[src/rtl/rgbhsl_pkg.sv]
`timescale 1ns / 1ps
// shared types, constants and the divider step for the rgb to hsl pipeline
// no dependencies

package rgbhsl_pkg;

    localparam int CHAN_W      = 8;
    localparam int SUM_W       = 9;
    localparam int DIV_W       = 16;
    localparam int QUO_W       = 8;
    localparam int HUE_Q_W     = 6;
    localparam int DIV_STAGES  = 4;

    localparam logic [SUM_W-1:0] HUE_BASE_RED    = 9'd0;
    localparam logic [SUM_W-1:0] HUE_BASE_WRAP   = 9'd360;
    localparam logic [SUM_W-1:0] HUE_BASE_GREEN  = 9'd120;
    localparam logic [SUM_W-1:0] HUE_BASE_BLUE   = 9'd240;
    localparam logic [SUM_W-1:0] SUM_FULL        = 9'd510;
    localparam logic [SUM_W-1:0] SUM_HALF        = 9'd255;

    // partial remainder, divisor aligned to the next quotient bit, quotient so far
    typedef struct packed {
        logic [DIV_W-1:0] rem;
        logic [DIV_W-1:0] dsh;
        logic [QUO_W-1:0] quo;
    } div_state_t;

    typedef struct packed {
        div_state_t       sat;
        div_state_t       hue;
        logic [SUM_W-1:0] base;
        logic             neg;
        logic [SUM_W-1:0] lsum;
    } pipe_t;

    // one restoring step: compare, subtract, shift the divisor down
    function automatic div_state_t div_step(input div_state_t st);
        div_state_t nx;
        nx = st;
        if (st.rem >= st.dsh)
        begin
            nx.rem = st.rem - st.dsh;
            nx.quo = {st.quo[QUO_W-2:0], 1'b1};
        end
        else
        begin
            nx.quo = {st.quo[QUO_W-2:0], 1'b0};
        end
        nx.dsh = {1'b0, st.dsh[DIV_W-1:1]};
        return nx;
    endfunction

endpackage

[src/rtl/rgbhsl_div_stage.sv]
`timescale 1ns / 1ps
// one elastic pipeline stage doing two restoring steps on both quotients
// depends on rgbhsl_pkg

module rgbhsl_div_stage (
    input  logic               clk,
    input  logic               rst_n,
    input  logic               in_valid,
    output logic               in_ready,
    input  rgbhsl_pkg::pipe_t  in_data,
    output logic               out_valid,
    input  logic               out_ready,
    output rgbhsl_pkg::pipe_t  out_data
);

    logic              valid_reg;
    rgbhsl_pkg::pipe_t data_reg;
    rgbhsl_pkg::pipe_t data_next;

    always_comb
    begin
        data_next     = in_data;
        data_next.sat = rgbhsl_pkg::div_step(rgbhsl_pkg::div_step(in_data.sat));
        data_next.hue = rgbhsl_pkg::div_step(rgbhsl_pkg::div_step(in_data.hue));
    end

    assign in_ready = !valid_reg || out_ready;

    always_ff @(posedge clk or negedge rst_n)
    begin
        if (!rst_n)
        begin
            valid_reg <= 1'b0;
        end
        else if (in_ready)
        begin
            valid_reg <= in_valid;
        end
    end

    always_ff @(posedge clk)
    begin
        if (in_ready && in_valid)
        begin
            data_reg <= data_next;
        end
    end

    assign out_valid = valid_reg;
    assign out_data  = data_reg;

endmodule

[src/rtl/rgb_to_hsl_converter_top.sv]
`timescale 1ns / 1ps
// rgb to hsl converter, top level: channel sort, numerators, divider chain, hue fixup
// depends on rgbhsl_pkg and rgbhsl_div_stage

// usage
//   input channel: in_valid / in_ready carry one pixel (red, green, blue) per request
//   output channel: out_valid / out_ready carry hue_deg, saturation, lightness_sum
//   lightness_sum is max + min channel; saturation is scaled by 255; hue in whole degrees
//   gray pixels give hue 0 and saturation 0
// timing
//   seven register stages: channel sort, numerator build, four divider stages with
//   two quotient bits each, and the hue fixup stage that is also the output register
//   throughput is one pixel per cycle while out_ready stays high; the two restoring dividers are fully pipelined
// flow control
//   every stage has its own valid bit and takes a new request whenever it is empty
//   or its content moves on, so bubbles are squeezed out while the output stalls
//   in_ready falls only when all seven stages hold requests and out_ready is low
// reset
//   rst_n clears all valid bits; no pixel state is kept between requests

module rgb_to_hsl_converter_top (
    input  logic       clk,
    input  logic       rst_n,
    input  logic       in_valid,
    output logic       in_ready,
    input  logic [7:0] red,
    input  logic [7:0] green,
    input  logic [7:0] blue,
    output logic       out_valid,
    input  logic       out_ready,
    output logic [8:0] hue_deg,
    output logic [7:0] saturation,
    output logic [8:0] lightness_sum
);

    // sort stage payload
    typedef struct packed {
        logic [7:0] dv;     // max - min, forced to 1 for gray
        logic [7:0] den;    // saturation divisor, forced to 1 for gray
        logic [7:0] mag;    // magnitude of the hue channel difference
        logic [8:0] base;
        logic       neg;
        logic [8:0] lsum;
    } sort_t;

    // ---------------- stage 1: channel sort ----------------
    logic       sort_valid_reg;
    logic       sort_ready;
    sort_t      sort_reg;
    sort_t      sort_next;

    logic       r_max;
    logic       g_max;
    logic [7:0] mx;
    logic [7:0] mn;
    logic [7:0] d;
    logic [8:0] s;
    logic [8:0] s_inv;

    always_comb
    begin
        r_max = (red >= green) && (red >= blue);
        g_max = !r_max && (green >= blue);

        if (r_max)
        begin
            mx = red;
        end
        else if (g_max)
        begin
            mx = green;
        end
        else
        begin
            mx = blue;
        end

        if ((red <= green) && (red <= blue))
        begin
            mn = red;
        end
        else if (green <= blue)
        begin
            mn = green;
        end
        else
        begin
            mn = blue;
        end

        d     = mx - mn;
        s     = {1'b0, mx} + {1'b0, mn};
        s_inv = rgbhsl_pkg::SUM_FULL - s;

        sort_next.lsum = s;
        sort_next.dv   = (d == 8'd0) ? 8'd1 : d;
        if (d == 8'd0)
        begin
            sort_next.den = 8'd1;
        end
        else if (s <= rgbhsl_pkg::SUM_HALF)
        begin
            sort_next.den = s[7:0];
        end
        else
        begin
            sort_next.den = s_inv[7:0];
        end

        // gray lands in the red arm with a zero difference
        if (r_max)
        begin
            sort_next.neg  = green < blue;
            sort_next.mag  = (green < blue) ? (blue - green) : (green - blue);
            sort_next.base = (green < blue) ? rgbhsl_pkg::HUE_BASE_WRAP
                                            : rgbhsl_pkg::HUE_BASE_RED;
        end
        else if (g_max)
        begin
            sort_next.neg  = blue < red;
            sort_next.mag  = (blue < red) ? (red - blue) : (blue - red);
            sort_next.base = rgbhsl_pkg::HUE_BASE_GREEN;
        end
        else
        begin
            sort_next.neg  = red < green;
            sort_next.mag  = (red < green) ? (green - red) : (red - green);
            sort_next.base = rgbhsl_pkg::HUE_BASE_BLUE;
        end
    end

    assign in_ready = !sort_valid_reg || sort_ready;

    always_ff @(posedge clk or negedge rst_n)
    begin
        if (!rst_n)
        begin
            sort_valid_reg <= 1'b0;
        end
        else if (in_ready)
        begin
            sort_valid_reg <= in_valid;
        end
    end

    always_ff @(posedge clk)
    begin
        if (in_ready && in_valid)
        begin
            sort_reg <= sort_next;
        end
    end

    // ---------------- stage 2: numerators and divider setup ----------------
    logic              num_valid_reg;
    logic              num_ready;
    rgbhsl_pkg::pipe_t num_reg;
    rgbhsl_pkg::pipe_t num_next;
    logic              gray_sort;

    assign gray_sort = (sort_reg.den == 8'd1) && (sort_reg.dv == 8'd1) &&
                       (sort_reg.lsum != 9'd1) && (sort_reg.lsum != 9'd509);

    always_comb
    begin
        // 255 * d and 60 * mag by shift and subtract
        num_next.sat.rem  = {sort_reg.dv, 8'd0} - {8'd0, sort_reg.dv};
        num_next.sat.dsh  = {1'b0, sort_reg.den, 7'd0};
        num_next.sat.quo  = '0;
        num_next.hue.rem  = {2'd0, sort_reg.mag, 6'd0} - {6'd0, sort_reg.mag, 2'd0};
        num_next.hue.dsh  = {1'b0, sort_reg.dv, 7'd0};
        num_next.hue.quo  = '0;
        num_next.base     = sort_reg.base;
        num_next.neg      = sort_reg.neg;
        num_next.lsum     = sort_reg.lsum;
        // gray: both numerators zero so both quotients come out zero
        if (sort_reg.lsum == 9'd0 || sort_reg.mag == 8'd0)
        begin
            num_next.hue.rem = '0;
        end
        if (gray_sort)
        begin
            num_next.sat.rem = '0;
        end
    end

    assign sort_ready = !num_valid_reg || num_ready;

    always_ff @(posedge clk or negedge rst_n)
    begin
        if (!rst_n)
        begin
            num_valid_reg <= 1'b0;
        end
        else if (sort_ready)
        begin
            num_valid_reg <= sort_valid_reg;
        end
    end

    always_ff @(posedge clk)
    begin
        if (sort_ready && sort_valid_reg)
        begin
            num_reg <= num_next;
        end
    end

    // ---------------- stages 3 to 6: divider chain ----------------
    logic              div_valid [rgbhsl_pkg::DIV_STAGES+1];
    logic              div_ready [rgbhsl_pkg::DIV_STAGES+1];
    rgbhsl_pkg::pipe_t div_data  [rgbhsl_pkg::DIV_STAGES+1];

    assign div_valid[0] = num_valid_reg;
    assign div_data[0]  = num_reg;
    assign num_ready    = div_ready[0];

    genvar gi;
    generate
        for (gi = 0; gi < rgbhsl_pkg::DIV_STAGES; gi++)
        begin : g_div
            rgbhsl_div_stage u_stage (
                .clk       (clk),
                .rst_n     (rst_n),
                .in_valid  (div_valid[gi]),
                .in_ready  (div_ready[gi]),
                .in_data   (div_data[gi]),
                .out_valid (div_valid[gi+1]),
                .out_ready (div_ready[gi+1]),
                .out_data  (div_data[gi+1])
            );
        end
    endgenerate

    // ---------------- stage 7: hue fixup and output register ----------------
    rgbhsl_pkg::pipe_t div_out;
    logic              out_valid_reg;
    logic [8:0]        hue_reg;
    logic [8:0]        hue_next;
    logic [7:0]        sat_reg;
    logic [8:0]        lsum_reg;
    logic [5:0]        hue_q;
    logic              hue_frac;
    logic              out_load;

    assign div_out  = div_data[rgbhsl_pkg::DIV_STAGES];
    assign hue_q    = div_out.hue.quo[rgbhsl_pkg::HUE_Q_W-1:0];
    assign hue_frac = div_out.hue.rem != '0;

    always_comb
    begin
        // a falling difference takes the ceiling of the quotient off the base
        if (div_out.neg)
        begin
            hue_next = div_out.base - {3'd0, hue_q} - {8'd0, hue_frac};
        end
        else
        begin
            hue_next = div_out.base + {3'd0, hue_q};
        end
    end

    assign out_load = !out_valid_reg || out_ready;
    assign div_ready[rgbhsl_pkg::DIV_STAGES] = out_load;

    always_ff @(posedge clk or negedge rst_n)
    begin
        if (!rst_n)
        begin
            out_valid_reg <= 1'b0;
        end
        else if (out_load)
        begin
            out_valid_reg <= div_valid[rgbhsl_pkg::DIV_STAGES];
        end
    end

    always_ff @(posedge clk)
    begin
        if (out_load && div_valid[rgbhsl_pkg::DIV_STAGES])
        begin
            hue_reg  <= hue_next;
            sat_reg  <= div_out.sat.quo;
            lsum_reg <= div_out.lsum;
        end
    end

    assign out_valid     = out_valid_reg;
    assign hue_deg       = hue_reg;
    assign saturation    = sat_reg;
    assign lightness_sum = lsum_reg;

`ifndef SYNTHESIS
    // hue always stays inside one turn
    a_hue_range: assert property (@(posedge clk) disable iff (!rst_n)
        out_valid |-> (hue_deg < 9'd360))
        else $error("hue out of range");

    // black and white pixels are gray
    a_gray_ends: assert property (@(posedge clk) disable iff (!rst_n)
        out_valid && (lightness_sum == 9'd0 || lightness_sum == 9'd510)
        |-> (saturation == 8'd0) && (hue_deg == 9'd0))
        else $error("black or white pixel with nonzero hue or saturation");

    // the input side only stalls behind a stalled output
    a_stall_cause: assert property (@(posedge clk) disable iff (!rst_n)
        !in_ready |-> (out_valid && !out_ready))
        else $error("input stalled without output backpressure");
`endif

endmodule
[config.mk]
export PLATFORM = sky130hd
export DESIGN_NAME = rgb_to_hsl_converter_top
export DESIGN_NICKNAME = d
export VERILOG_FILES = /design/src/rtl/rgbhsl_pkg.sv /design/src/rtl/rgbhsl_div_stage.sv /design/src/rtl/rgb_to_hsl_converter_top.sv
export SDC_FILE = /design/constraint.sdc
export NUM_CORES = 1
export LEC_CHECK = 0
export BUFFER_PORTS_ARGS = -buffer_cell sky130_fd_sc_hd__clkbuf_2
export CAP_MARGIN = 20
export CORE_ASPECT_RATIO = 1.1
export CORE_MARGIN = 3
export CORE_UTILIZATION = 40
export DETAILED_ROUTE_END_ITERATION = 6
export PLACE_DENSITY = 0.58
export SLEW_MARGIN = 10
export SYNTH_ARGS = -nofsm -noshare
export SYNTH_HDL_FRONTEND = slang
export SYNTH_SLANG_ARGS = --single-unit
[constraint.sdc]
create_clock -name clk -period 6.1 [get_ports clk]
set_input_delay 0.61 -clock clk [delete_from_list [all_inputs] [get_ports clk]]
set_output_delay 0.61 -clock clk [all_outputs]
set_load 0.005 [all_outputs]
==> flow_summary.rst, run 1 <==
.. list-table::
   :header-rows: 1

   * - Metric
     - Value
   * - Run status
     - finished clean
   * - # nets final
     - about 2600
   * - Leading register cell type out of synthesis
     - sky130_fd_sc_hd__edfxtp_1
   * - Footprint of the multi-input gates
     - 12040 um2
   * - Worst vdd rail ir drop
     - ~0.25 mV
   * - Residual DRC
     - 0
   * - Dominant cell type by area after synthesis
     - sky130_fd_sc_hd__edfxtp_1
   * - Worst Max-Slew Pin Slew
     - 959.7 ps
   * - Final sum of negative setup slack
     - 0 ps
   * - Global route total overflow
     - 0
   * - Highest achievable clock rate
     - 185.3 MHz
   * - R2R Setup Slk
     - 700 ps
   * - Synth Net Count
     - 2556
   * - Total CTS buffers
     - 39
   * - Critical path fanouts, max
     - 12
   * - Number of different library cells in the post-synthesis netlist
     - 93
   * - Via density per instance
     - 5.280
   * - Post-synthesis instance area
     - 24150 um2
   * - Antenna Violating Nets Remaining
     - 0
   * - Final hold viol count
     - 0
   * - Die boundary height
     - 263.7 um
   * - Setup WS post-layout
     - around 700 ps
   * - Reg area
     - 11170 um2
   * - Synthesis-stage register bit count
     - around 370
   * - CP endpoint kind
     - flip-flop
   * - Detailed-route wire length per cell
     - 16.12 um
   * - Static leakage
     - 10.75 nW
   * - Total wire length
     - 50960 um
   * - Count of vias placed by the detailed router
     - 16690
   * - Final Total Pwr
     - 16.37 mW
   * - Final clock skew
     - 24.29 ps
   * - Post-route cell area
     - 26700 um2
   * - Std-Cell Core Area
     - 59110 um2
   * - Worst Setup Path Type
     - flip-flop to flip-flop
   * - Post-DP HPWL
     - 40710 um
   * - Fraction of layout cells with a size suffix above 1
     - under 10%
   * - Kind of path behind the tightest hold check
     - primary input to flip-flop
   * - Final max-slew violation count
     - 0
   * - GRT Overall Usage
     - 16.11%
   * - Final critical delay including setup and external delays
     - 5396 ps
   * - Required time worst endpoint
     - 6400 ps
   * - Placed standard-cell area
     - about 25000 um2
   * - Kind of launch point of the worst setup path
     - flip-flop
   * - Relative slew slack
     - 36.02%
   * - Largest net degree at the start of global routing
     - 68
   * - Die W
     - 240.3 um
   * - Global-route wire length before repair
     - 83540 um
   * - Post-synthesis area per instance
     - 10.54 um2
   * - CTS clock-pin slew for the worst setup and hold paths
     - 60 ps
   * - Synth Warn #
     - 0
   * - Async S/R FF share, synth
     - 1.877%
   * - Number of setup violations in the final report
     - 0
   * - Setup slack at placement
     - around 420 ps
   * - Number of cells in the finished layout apart from fillers
     - ~3200
   * - Rows
     - 93
   * - Number of sinks driven by the clock tree
     - roughly 370
   * - Largest register FFs
     - 243
   * - Post-synth EDFFs
     - 366
   * - Part of the cycle the worst path needs
     - 88.47%
   * - Pwr per Cell Area
     - 613.0 nW/um2
   * - GPL Wtd Cong
     - 0.8687
   * - Arr. time, crit path
     - 5700 ps
   * - Drt first pass iters
     - 5
   * - Inserted Diodes
     - 0
   * - Root buffer cell
     - sky130_fd_sc_hd__clkbuf_16
   * - Initial cell density of the core
     - 40.86%
   * - Vias in the first global route
     - approximately 17000
   * - Post-CTS setup buffer count
     - 0
   * - Gate count after technology mapping
     - approximately 2300
   * - Clock tree from TritonCTS
     - built
   * - Max clock buf depth
     - 3
   * - Fill cell instance count of the final layout
     - 5494
   * - Post-synth top area share
     - 45.51%
   * - Overall die area
     - 63370 um2
   * - Latest clock arrival within the worst-skew pair
     - 570 ps
   * - Top-Level Pins
     - 56
   * - Violation count after the first detailed-routing iteration
     - 690
   * - Post-route core utilization
     - 45.17%
   * - Number of H-tree levels
     - 2
   * - Port Buffer Count
     - 55
   * - Antenna violations before repair
     - 0
   * - Layout overhead on the synthesized area
     - 10.55%
   * - Top cells by area in the synthesized netlist
     - sky130_fd_sc_hd__edfxtp_1 46%, sky130_fd_sc_hd__ha_1 11%, sky130_fd_sc_hd__xnor2_1 3.6%
   * - Placed instance count
     - slightly above 3000
   * - Number of max-cap violations
     - 0
   * - Unrepaired setup endpoints after global routing
     - no
   * - Post-Route Hold Slack
     - 252.8 ps
   * - Sequential area share after synthesis
     - approximately 46%
==> report_power, final <==
group	total, mW	internal, mW	switching, mW
Clock	2.41	1.42	0.995
Sequential	4.84	4.29	0.546
Combinational	9.12	4.12	5.00
Total	16.4	9.83	6.54
==> path summary, 6_finish.rpt <==
check	from	endpoint	cells past startpoint
setup reg to reg	div_data[431]	g_div[0].u_stage.out_data[58]	19
hold reg to reg	g_div[2].u_stage.out_data[20]	g_div[3].u_stage.out_data[22]	0
hold / removal	in_valid	sort_valid_reg	2
setup / recovery	div_data[431]	g_div[0].u_stage.out_data[58]	19
max in group asynchronous	rst_n	g_div[2].u_stage.out_valid	2
min in group asynchronous	rst_n	num_valid_reg	2
==> cells by family after synthesis <==
group,after synthesis,synth area share (%)
AOI/OAI and AO/OA,520,13.61
buffers and inverters,250,4.093
DFF,373,46.23
muxes,93,4.175
and+or+nand+nor,683,13.98
adders and majority gates,236,12.94
xor gates and xnor gates,137,4.968
==> layout by cell type (no fill, tap or decap), types with 21 or more instances in the layout <==
cell                        instances
sky130_fd_sc_hd__xor2_1            39
sky130_fd_sc_hd__mux2i_1           40
sky130_fd_sc_hd__mux2_2            42
sky130_fd_sc_hd__nand2b_1          22
sky130_fd_sc_hd__nor2b_1           43
sky130_fd_sc_hd__buf_4             21
sky130_fd_sc_hd__o21a_1            25
sky130_fd_sc_hd__clkbuf_16         39
sky130_fd_sc_hd__xnor2_1           98
sky130_fd_sc_hd__nor4_1            27
sky130_fd_sc_hd__a21o_1            44
sky130_fd_sc_hd__nand4_1           32
sky130_fd_sc_hd__or3_1             22
sky130_fd_sc_hd__nor2_1           209
sky130_fd_sc_hd__clkbuf_2          55
sky130_fd_sc_hd__fa_1              23
sky130_fd_sc_hd__a21oi_1          169
sky130_fd_sc_hd__ha_1             213
sky130_fd_sc_hd__nand3_1           31
sky130_fd_sc_hd__o21ai_0          123
sky130_fd_sc_hd__edfxtp_1         366
sky130_fd_sc_hd__nand2_1          159
sky130_fd_sc_hd__inv_1            207
sky130_fd_sc_hd__nor3_1            49
==> worst max-delay path, cell delays in order, from the launching register on <==
cell                       delay, ps
sky130_fd_sc_hd__edfxtp_1        480
sky130_fd_sc_hd__inv_1           170
sky130_fd_sc_hd__ha_1            280
sky130_fd_sc_hd__nor2b_1         140
sky130_fd_sc_hd__o21a_1          170
sky130_fd_sc_hd__o21ai_0         240
sky130_fd_sc_hd__a21oi_1         160
sky130_fd_sc_hd__o21a_1          220
sky130_fd_sc_hd__or3_1           510
sky130_fd_sc_hd__o21ai_0         500
sky130_fd_sc_hd__inv_1            90
sky130_fd_sc_hd__ha_1            310
sky130_fd_sc_hd__nor2b_1         130
sky130_fd_sc_hd__o21ai_0         190
sky130_fd_sc_hd__a21oi_1         120
sky130_fd_sc_hd__o21ai_0         230
sky130_fd_sc_hd__a21boi_0        170
sky130_fd_sc_hd__or3_1           360
sky130_fd_sc_hd__a211oi_1        270
sky130_fd_sc_hd__mux2_2          380
==> per-layer routing <==
layer  up-vias  GRT usage (%)  part of all wire [%]
met5         -              0                     0
met4         0          5.346                   3.2
met3        96          2.255                   2.9
met2       252          29.67                    51
met1      7827          19.15                    43
li1       8515              -                     -
==> cells in the mapped netlist, types with 10 or more instances <==
library cell                 n
sky130_fd_sc_hd__xnor2_1    98
sky130_fd_sc_hd__nor2_1    209
sky130_fd_sc_hd__nand4_1    32
sky130_fd_sc_hd__nand2b_1   22
sky130_fd_sc_hd__nand2_1   159
sky130_fd_sc_hd__a21o_1     44
sky130_fd_sc_hd__nand3_1    31
sky130_fd_sc_hd__xor2_1     39
sky130_fd_sc_hd__or3_1      22
sky130_fd_sc_hd__nand3b_1   11
sky130_fd_sc_hd__o31a_1     16
sky130_fd_sc_hd__o31ai_1    13
sky130_fd_sc_hd__and2_1     15
sky130_fd_sc_hd__o21a_1     25
sky130_fd_sc_hd__nor3_1     49
sky130_fd_sc_hd__or2_2      10
sky130_fd_sc_hd__nor4_1     27
sky130_fd_sc_hd__a21oi_1   169
sky130_fd_sc_hd__mux2i_1    40
sky130_fd_sc_hd__o21bai_1   16
sky130_fd_sc_hd__ha_1      213
sky130_fd_sc_hd__nor2b_1    45
sky130_fd_sc_hd__a211oi_1   13
sky130_fd_sc_hd__edfxtp_1  366
sky130_fd_sc_hd__fa_1       23
sky130_fd_sc_hd__mux2_2     42
sky130_fd_sc_hd__a21boi_0   15
sky130_fd_sc_hd__clkbuf_1   31
sky130_fd_sc_hd__inv_1     207
sky130_fd_sc_hd__a31oi_1    12
sky130_fd_sc_hd__o211ai_1   13
sky130_fd_sc_hd__o21ai_0   123
==> repair_timing <==
item	4_1_cts	5_1_grt
hold buffers	1	0
endpoints found under the hold margin	7	0
resized for setup	0	0
==> layout make-up <==
| cell class | count | area share [%] |
|---|---|---|
| inverters | 210 | 2.962 |
| repair buffers | 77 | 1.659 |
| flip-flops and latches | 373 | 41.82 |
| clock buffers | 44 | 3.763 |
| multi-input cells | 1669 | 45.08 |
| clock inverters | 28 | 1.153 |
| well taps | 760 | 3.562 |
No activity file was read; power rests on OpenSTA's default activity.
==> run 2: changes to the inputs <==
Settings changed: CORE_MARGIN 3 to default, CTS_BUF_LIST from default to sky130_fd_sc_hd__clkbuf_16.
==> run 2 against run 1 <==
Compared with the run above: final cell count increased by 0.41%; clock skew is 4.1 ps lower; first-iteration DRC count fell by 24%; clock power grew 5%; cell area is 0.44% higher; core utilization shrank 0.28 points; wire length increased by 1.1%; sequential power barely moved.
==> flow_summary.rst, run 2 (same netlist as run 1, synthesis figures left out) <==
.. list-table::
   :header-rows: 1

   * - Metric
     - Value
   * - Critical Path, Cell by Cell
     - inv_1 > ha_1 > nor2b_1 > o21ai_0 > a21oi_1 > o22a_1 > nor2_1 > nand2_1 > mux2_2 > ha_1 > o21a_1 > o21ai_0 > nand2b_1 > a221o_1 > nor2_2 > o211ai_2 > nor2_2 > mux2_2
   * - Largest net degree at the start of global routing
     - 71 (+4.4%)
   * - Worst Setup Path Type
     - flip-flop to flip-flop
   * - Top-Level Pins
     - 56 (unchanged)
   * - Layout overhead on the synthesized area
     - 11.03%
   * - Fraction of layout cells with a size suffix above 1
     - 9.352% (-0.061 points)
   * - Fill cell instance count of the final layout
     - 5560 (+1.2%)
   * - Power share of the sequential group
     - 29.3% (-0.3 points)
   * - Antenna Violating Nets Remaining
     - 0 (unchanged)
   * - Critical path buffers and inverters
     - 1 (-1)
   * - Number of max-cap violations
     - 0 (unchanged)
   * - Slowest stage cell on the critical path
     - sky130_fd_sc_hd__nor2_2
   * - Critical path fanouts, max
     - 11 (-1)
   * - Crit path max-delay family
     - compound AO/OA/AOI/OAI gates
   * - Violation count after the first detailed-routing iteration
     - 527 (-24%)
   * - Most common library cell in the layout ignoring fill and taps
     - sky130_fd_sc_hd__edfxtp_1
   * - Part of the cycle the worst path needs
     - 87.59% (-0.88 points)
   * - Die W
     - 236.3 um (-1.7%)
   * - Final critical delay including setup and external delays
     - 5343 ps (-53.43 ps)
   * - Initial cell density of the core
     - 40.42% (-0.43 points)
   * - Pwr per Cell Area
     - 615.5 nW/um2 (+0.40%)
   * - Number of sinks driven by the clock tree
     - 373 (unchanged)
   * - Detailed-route wire length per cell
     - 16.23 um (+0.70%)
   * - Antenna violations before repair
     - 0 (unchanged)
   * - Run status
     - finished clean
   * - Root buffer cell
     - sky130_fd_sc_hd__clkbuf_16
   * - Final hold viol count
     - 0 (unchanged)
   * - Number of setup violations in the final report
     - 0 (unchanged)
   * - Post-DP HPWL
     - 40850 um (+0.34%)
   * - Final sum of negative setup slack
     - 0 ps (unchanged)
   * - CP endpoint kind
     - flip-flop
   * - Latest clock arrival within the worst-skew pair
     - 580 ps (about the same)
   * - Placed standard-cell area
     - 25410 um2 (+0.13%)
   * - Vias in the first global route
     - 17020 (+0.87%)
   * - Port Buffer Count
     - 55 (unchanged)
   * - Required time worst endpoint
     - 6420 ps (+20 ps)
   * - Comb pwr share
     - 55.5% (-0.2 points)
   * - Worst Max-Slew Pin Slew
     - 952.8 ps (-6.864 ps)
   * - Share of total power consumed by net switching
     - 39.91% (-0.043 points)
   * - Final clock skew
     - 20.22 ps (-4.075 ps)
   * - Arr. time, crit path
     - 5660 ps (-40 ps)
   * - Inserted Diodes
     - 0 (unchanged)
   * - Clock tree from TritonCTS
     - built
   * - Number of H-tree levels
     - 2 (unchanged)
   * - Global-route wire length before repair
     - 84730 um (+1.4%)
   * - Overall die area
     - 61370 um2 (-3.2%)
   * - Clk pwr share
     - 15.3% (+0.6 points)
   * - GRT Overall Usage
     - 16.85% (+0.75 points)
   * - Post-route cell area
     - 26820 um2 (+0.44%)
   * - Kind of path behind the tightest hold check
     - primary input to flip-flop
   * - Max clock buf depth
     - 3 (unchanged)
   * - Cell internal pwr
     - 9.918 mW (+0.92%)
   * - Die boundary height
     - 259.7 um (-1.5%)
   * - Rows
     - 94 (+1.1%)
   * - Largest register FFs
     - 243 (unchanged)
   * - Kind of launch point of the worst setup path
     - flip-flop
   * - Maximum single-stage delay on the critical path
     - 510 ps (about the same)
   * - Std-Cell Core Area
     - 59750 um2 (+1.1%)
   * - Psw
     - 6.587 mW (+0.74%)
   * - Residual DRC
     - 0 (unchanged)
   * - Total wire length
     - 51530 um (+1.1%)
   * - Unrepaired setup endpoints after global routing
     - no
   * - Count of vias placed by the detailed router
     - 16740 (+0.30%)
   * - Final Total Pwr
     - 16.50 mW (+0.85%)
   * - Final max-slew violation count
     - 0 (unchanged)
   * - Highest achievable clock rate
     - 187.2 MHz (+1.0%)
   * - # nets final
     - 2639 (+0.19%)
   * - Worst vdd rail ir drop
     - 0.2553 mV (+0.79%)
   * - Via density per instance
     - 5.274 (-0.11%)
   * - Commonest cells after routing, fill and taps aside
     - 366 x sky130_fd_sc_hd__edfxtp_1, 217 x sky130_fd_sc_hd__inv_1, 213 x sky130_fd_sc_hd__ha_1
   * - Total CTS buffers
     - 41 (+5.1%)
   * - GPL Wtd Cong
     - 0.9720 (+12%)
   * - Static leakage
     - 10.83 nW (+0.74%)
   * - Relative slew slack
     - 36.48% (+0.46 points)
   * - Global route total overflow
     - 0 (unchanged)
   * - Drt first pass iters
     - 5 (unchanged)
   * - CTS clock-pin slew for the worst setup and hold paths
     - 60 ps (about the same)
-- run 2: worst register-to-register path, cell delays in order, from the launching register on --
cell and delay, ps:
sky130_fd_sc_hd__edfxtp_1 410, sky130_fd_sc_hd__inv_1 150, sky130_fd_sc_hd__ha_1 260, sky130_fd_sc_hd__nor2b_1 130, sky130_fd_sc_hd__o21ai_0 260, sky130_fd_sc_hd__a21oi_1 210
sky130_fd_sc_hd__o22a_1 330, sky130_fd_sc_hd__nor2_1 400, sky130_fd_sc_hd__nand2_1 150, sky130_fd_sc_hd__mux2_2 320, sky130_fd_sc_hd__ha_1 320, sky130_fd_sc_hd__o21a_1 140
sky130_fd_sc_hd__o21ai_0 170, sky130_fd_sc_hd__nand2b_1 140, sky130_fd_sc_hd__a221o_1 420, sky130_fd_sc_hd__nor2_2 190, sky130_fd_sc_hd__o211ai_2 160, sky130_fd_sc_hd__nor2_2 510
sky130_fd_sc_hd__mux2_2 410
-- run 2: metal layers --
metal | share of wire, % | wire length [um] | track usage, % | up-vias
met5 | 0 | 0 | 0 | -
li1 | - | - | - | 8502
met3 | 2.9 | 1484 | 2.208 | 112
met2 | 51 | 26230 | 31.40 | 270
met4 | 3.7 | 1917 | 6.890 | 0
met1 | 42 | 21900 | 19.37 | 7856
-- run 2: worst paths after layout --
kind / slack [ps] / cells past startpoint / to / start
hold reg to reg: 410 / 0 / g_div[3].u_stage.out_data[2] / g_div[2].u_stage.out_data[2]
min in group asynchronous: 410 / 2 / sort_valid_reg / rst_n
setup reg to reg: 760 / 18 / g_div[3].u_stage.out_data[45] / g_div[2].u_stage.out_data[29]
max in group asynchronous: 5520 / 2 / num_valid_reg / rst_n
setup / recovery: 760 / 18 / g_div[3].u_stage.out_data[45] / g_div[2].u_stage.out_data[29]
hold / removal: 240 / 2 / sort_valid_reg / in_valid
-- run 2: power groups by stage --
stage	Sequential, mW	Clock (mW)	Combinational, mW
finish	4.83	2.52	9.16
global route	4.94	2.70	10.3
CTS	4.84	2.61	9.17
detailed placement	4.89	0	9.10
global placement	4.87	0	8.86
floorplan	4.65	0	7.39
-- run 2: what timing repair did --
action,CTS,global route
resized for setup,0,0
setup buffers,0,0
setup endpoints to repair,0,0
hold buffers,1,0
hold endpoints to repair,7,0
-- run 2: stage by stage --
step / instances / hold slack [ps] / worst slack (ps) / util, %
floorplan: 2292 / 314.4 / 915.3 / -
global placement: 3099 / 401.8 / 533.7 / 42.53
detailed placement: 3099 / 404.5 / 369.2 / 42.53
CTS: 3174 / 216.6 / 776.5 / 44.88
global route: 3174 / 238.7 / 356.0 / 44.88
finish: 3174 / 241.1 / 757.0 / 44.88
-- run 2: cell type report --
class | instances | area [um2] | share of cell area (%)
inverter | 210 | 790.8 | 2.949
sequential | 373 | 11170 | 41.64
timing repair buffer | 80 | 465.4 | 1.736
clock buffer | 41 | 1026 | 3.826
clock inverter | 33 | 371.6 | 1.386
tap | 768 | 960.9 | 3.583
multi-input combinational | 1669 | 12040 | 44.88
==> run 3: changes to the inputs <==
Settings changed: ABC_AREA from default to 1.
==> run 3 against run 2 <==
Compared with the run above: wire length is 18% higher; worst setup slack improved by 210 ps; core utilization rose by 0.21 points; flip-flop and latch count stayed put; via count grew 19%; worst hold slack gained 38 ps; maximum frequency is 4.0% higher; clock skew fell by 1.0 ps; first-iteration DRC count up 72%; sequential share of layout area shrank 2.2 points; synthesized cell count increased by 31%; register-to-register slack better by 910 ps.
==> flow_summary.rst, run 3 <==
.. list-table::
   :header-rows: 1

   * - Metric
     - Value
   * - Part of the cycle the worst path needs
     - 84.21% (-3.4 points)
   * - Adder-cell share of the synthesized area
     - 12.23% (-0.71 points)
   * - Post-CTS setup buffer count
     - 0 (unchanged)
   * - Count of vias placed by the detailed router
     - 19870 (+19%)
   * - Max clock buf depth
     - 3 (unchanged)
   * - Xor/xnor cell area share of the yosys netlist
     - 4.525% (-0.44 points)
   * - Total CTS buffers
     - 41 (unchanged)
   * - Largest family of logic cells by synthesized area
     - simple AND/OR/NAND/NOR gates
   * - Total wire length
     - 60570 um (+18%)
   * - Worst r2r path cells
     - 17 (-1)
   * - Required time worst endpoint
     - 6400 ps (-20 ps)
   * - Antenna Violating Nets Remaining
     - 0 (unchanged)
   * - Number of H-tree levels
     - 2 (unchanged)
   * - Clock tree from TritonCTS
     - built
   * - Hold_buf cts
     - 1 (unchanged)
   * - Die boundary height
     - 267.1 um (+2.8%)
   * - Vias in the first global route
     - 19690 (+16%)
   * - Most frequent cells after synthesis
     - 733 x sky130_fd_sc_hd__nand2_1, 443 x sky130_fd_sc_hd__inv_1, 366 x sky130_fd_sc_hd__edfxtp_1, 239 x sky130_fd_sc_hd__nor2_1, 213 x sky130_fd_sc_hd__ha_1
   * - Global-route wire length before repair
     - 98100 um (+16%)
   * - Arr. time, crit path
     - 5440 ps (-220 ps)
   * - Final critical delay including setup and external delays
     - 5137 ps (-206.4 ps)
   * - Std-Cell Core Area
     - 62820 um2 (+5.1%)
   * - Post-synthesis area per instance
     - 8.537 um2 (-19%)
   * - Worst Setup Path Type
     - primary input to flip-flop
   * - Number of max-cap violations
     - 0 (unchanged)
   * - Latest clock arrival within the worst-skew pair
     - 570 ps (about the same)
   * - Final sum of negative setup slack
     - 0 ps (unchanged)
   * - Via density per instance
     - 5.049 (-4.3%)
   * - Most common library cell in the layout ignoring fill and taps
     - sky130_fd_sc_hd__nand2_1
   * - Post-synth EDFFs
     - 366 (unchanged)
   * - GPL Wtd Cong
     - 0.9147 (-5.9%)
   * - Inserted Diodes
     - 0 (unchanged)
   * - Final max-slew violation count
     - 0 (unchanged)
   * - Die W
     - 243.0 um (+2.8%)
   * - Drt first pass iters
     - 5 (unchanged)
   * - Unrepaired setup endpoints after global routing
     - no
   * - Simple-gate portion of the synthesized area
     - 22.26% (+8.3 points)
   * - Global route total overflow
     - 0 (unchanged)
   * - Relative slew slack
     - 35.53% (-0.94 points)
   * - Share of synthesized area spent on multiplexers
     - 0.03917% (-4.1 points)
   * - Overall die area
     - 64900 um2 (+5.7%)
   * - CP endpoint kind
     - flip-flop
   * - Top-Level Pins
     - 56 (unchanged)
   * - Post-DP HPWL
     - 49030 um (+20%)
   * - Synth Warn #
     - 0 (unchanged)
   * - Commonest cells after routing, fill and taps aside
     - 733 x sky130_fd_sc_hd__nand2_1, 447 x sky130_fd_sc_hd__inv_1, 366 x sky130_fd_sc_hd__edfxtp_1
   * - Highest achievable clock rate
     - 194.7 MHz (+4.0%)
   * - Post-synth top area share
     - 43.01% (-2.5 points)
   * - Synthesis-stage register bit count
     - 373 (unchanged)
   * - Post-route cell area
     - 28330 um2 (+5.6%)
   * - Post-route core utilization
     - 45.09% (+0.21 points)
   * - Port Buffer Count
     - 55 (unchanged)
   * - GRT Overall Usage
     - 18.65% (+1.8 points)
   * - Worst Max-Slew Pin Slew
     - 967.0 ps (+14.17 ps)
   * - Complex-gate fraction of the synthesized area
     - 9.749% (-3.9 points)
   * - Violation count after the first detailed-routing iteration
     - 909 (+72%)
   * - R2R Setup Slk
     - 1670 ps (+910 ps)
   * - Antenna violations before repair
     - 0 (unchanged)
   * - Kind of launch point of the worst setup path
     - primary input
   * - Final hold viol count
     - 0 (unchanged)
   * - Top cells by area in the synthesized netlist
     - sky130_fd_sc_hd__edfxtp_1 43%, sky130_fd_sc_hd__nand2_1 11%, sky130_fd_sc_hd__ha_1 10%
   * - Rows
     - 96 (+2.1%)
   * - Fraction of layout cells with a size suffix above 1
     - 6.800% (-2.6 points)
   * - Fill cell instance count of the final layout
     - 6071 (+9.2%)
   * - CTS clock-pin slew for the worst setup and hold paths
     - 60 ps (about the same)
   * - Residual DRC
     - 0 (unchanged)
   * - Run status
     - finished clean
   * - Final clock skew
     - 19.22 ps (-1.001 ps)
   * - Detailed-route wire length per cell
     - 15.39 um (-5.2%)
   * - Largest register FFs
     - 243 (unchanged)
   * - Gate count after technology mapping
     - 2993 (+31%)
   * - Worst Setup EP
     - num_next[76]
   * - Async S/R FF share, synth
     - 1.877% (unchanged)
   * - Worst setup startpoint
     - red[0]
   * - Sequential area share after synthesis
     - 43.70% (-2.5 points)
   * - Kind of path behind the tightest hold check
     - primary input to flip-flop
   * - Dominant cell type by area after synthesis
     - sky130_fd_sc_hd__edfxtp_1
   * - # nets final
     - 3334 (+26%)
   * - Most frequent cell after synthesis
     - sky130_fd_sc_hd__nand2_1
   * - Synth Net Count
     - 3257 (+27%)
   * - Leading register cell type out of synthesis
     - sky130_fd_sc_hd__edfxtp_1
   * - Layout overhead on the synthesized area
     - 10.86%
   * - Root buffer cell
     - sky130_fd_sc_hd__clkbuf_16
   * - Crit Reg-Reg Startpoint
     - div_data[430]
   * - Critical path fanouts, max
     - 10 (-1)
   * - Count of cells resized by post-cts repair
     - 0 (unchanged)
   * - Initial cell density of the core
     - 40.67% (+0.25 points)
   * - Placed standard-cell area
     - 26780 um2 (+5.4%)
   * - Largest net degree at the start of global routing
     - 67 (-5.6%)
   * - Number of sinks driven by the clock tree
     - 373 (unchanged)
   * - Number of setup violations in the final report
     - 0 (unchanged)
   * - Number of different library cells in the post-synthesis netlist
     - 59 (-37%)
   * - Endpoint of the lowest-slack register-to-register path
     - g_div[0].u_stage.out_data[89]
   * - Post-synthesis instance area
     - 25550 um2 (+5.8%)
## run 3: cell types whose count changed after synthesis, moves of 26 or more
| cell | change |
|---|---|
| sky130_fd_sc_hd__a21o_1 | -33 |
| sky130_fd_sc_hd__inv_1 | +236 |
| sky130_fd_sc_hd__mux2_2 | -42 |
| sky130_fd_sc_hd__mux2i_1 | -39 |
| sky130_fd_sc_hd__nand2_1 | +574 |
| sky130_fd_sc_hd__nand3_1 | +153 |
| sky130_fd_sc_hd__nand4_1 | +29 |
| sky130_fd_sc_hd__nor2_1 | +30 |
| sky130_fd_sc_hd__nor2b_1 | -45 |
| sky130_fd_sc_hd__o21ai_0 | +26 |
| sky130_fd_sc_hd__xnor2_1 | -51 |
| sky130_fd_sc_hd__xor2_1 | +46 |
## run 3: worst min-delay path by stage
stage	cells past startpoint	startpoint	slack, ps	to
after floorplan	0	rst_n	310	g_div[0].u_stage.out_valid
after global placement	0	g_div[0].u_stage.out_data[59]	400	g_div[1].u_stage.out_data[61]
after detailed placement	0	div_data[396]	400	g_div[0].u_stage.out_data[0]
after CTS	3	in_valid	250	sort_valid_reg
after global routing	3	in_valid	270	sort_valid_reg
final	3	in_valid	280	sort_valid_reg
## run 3: per-stage QoR
stage	std cells	setup slack (ps)	hold slack [ps]
after detailed placement	3858	453.5	404.5
after floorplan	2993	1690	314.4
final	3936	963.4	279.6
after CTS	3935	1054	253.7
after global routing	3936	468.2	268.7
after global placement	3858	559.5	400.8
## run 3: logic make-up after synthesis
family | Yosys count
compound gates | 441
xor+xnor | 132
fa+ha+maj | 236
buf+inv | 488
flops | 373
mux | 1
simple gates | 1322
## run 3: final cells by class
class | instances | area [um2] | area share (%)
clock buffers | 42 | 1051 | 3.710
clock inverters | 34 | 469.2 | 1.656
inverters | 451 | 1695 | 5.985
multi-input cells | 2132 | 12490 | 44.10
flip-flops and latches | 373 | 11170 | 39.42
well taps | 833 | 1042 | 3.679
repair buffers | 71 | 410.4 | 1.449
## run 3: worst max-delay path, cell delays in order
cell and delay, ps:
sky130_fd_sc_hd__clkbuf_2 120, sky130_fd_sc_hd__inv_1 90, sky130_fd_sc_hd__ha_1 270, sky130_fd_sc_hd__fa_1 430, sky130_fd_sc_hd__o21ai_1 220, sky130_fd_sc_hd__nand2_1 90, sky130_fd_sc_hd__nand3_2 90, sky130_fd_sc_hd__inv_1 130
sky130_fd_sc_hd__nand2_1 100, sky130_fd_sc_hd__nand2_1 220, sky130_fd_sc_hd__nand2_1 370, sky130_fd_sc_hd__inv_1 270, sky130_fd_sc_hd__nand2_1 140, sky130_fd_sc_hd__o21ai_0 100, sky130_fd_sc_hd__a21oi_1 290, sky130_fd_sc_hd__ha_1 310
sky130_fd_sc_hd__inv_1 90, sky130_fd_sc_hd__nand2_1 50, sky130_fd_sc_hd__o21ai_0 370, sky130_fd_sc_hd__xor2_1 150, sky130_fd_sc_hd__nor4_1 440, sky130_fd_sc_hd__nand3_1 130, sky130_fd_sc_hd__nor2_1 270, sky130_fd_sc_hd__a21oi_1 80
## run 3: routing by layer
metal  global-route usage (%)  up-vias  part of all wire [%]  wire (um)
met5                        0        -                     0          0
met4                    7.428        0                   3.8       2296
met3                    2.285      139                   3.0       1838
met2                    34.57      345                    50      30360
met1                    21.75     9165                    43      26070
li1                         -    10220                     -          -
Power of run 3 is left out: the tool's default activity adds up to more than one toggle a clock period on the data nets, which glitch-free logic cannot reach.
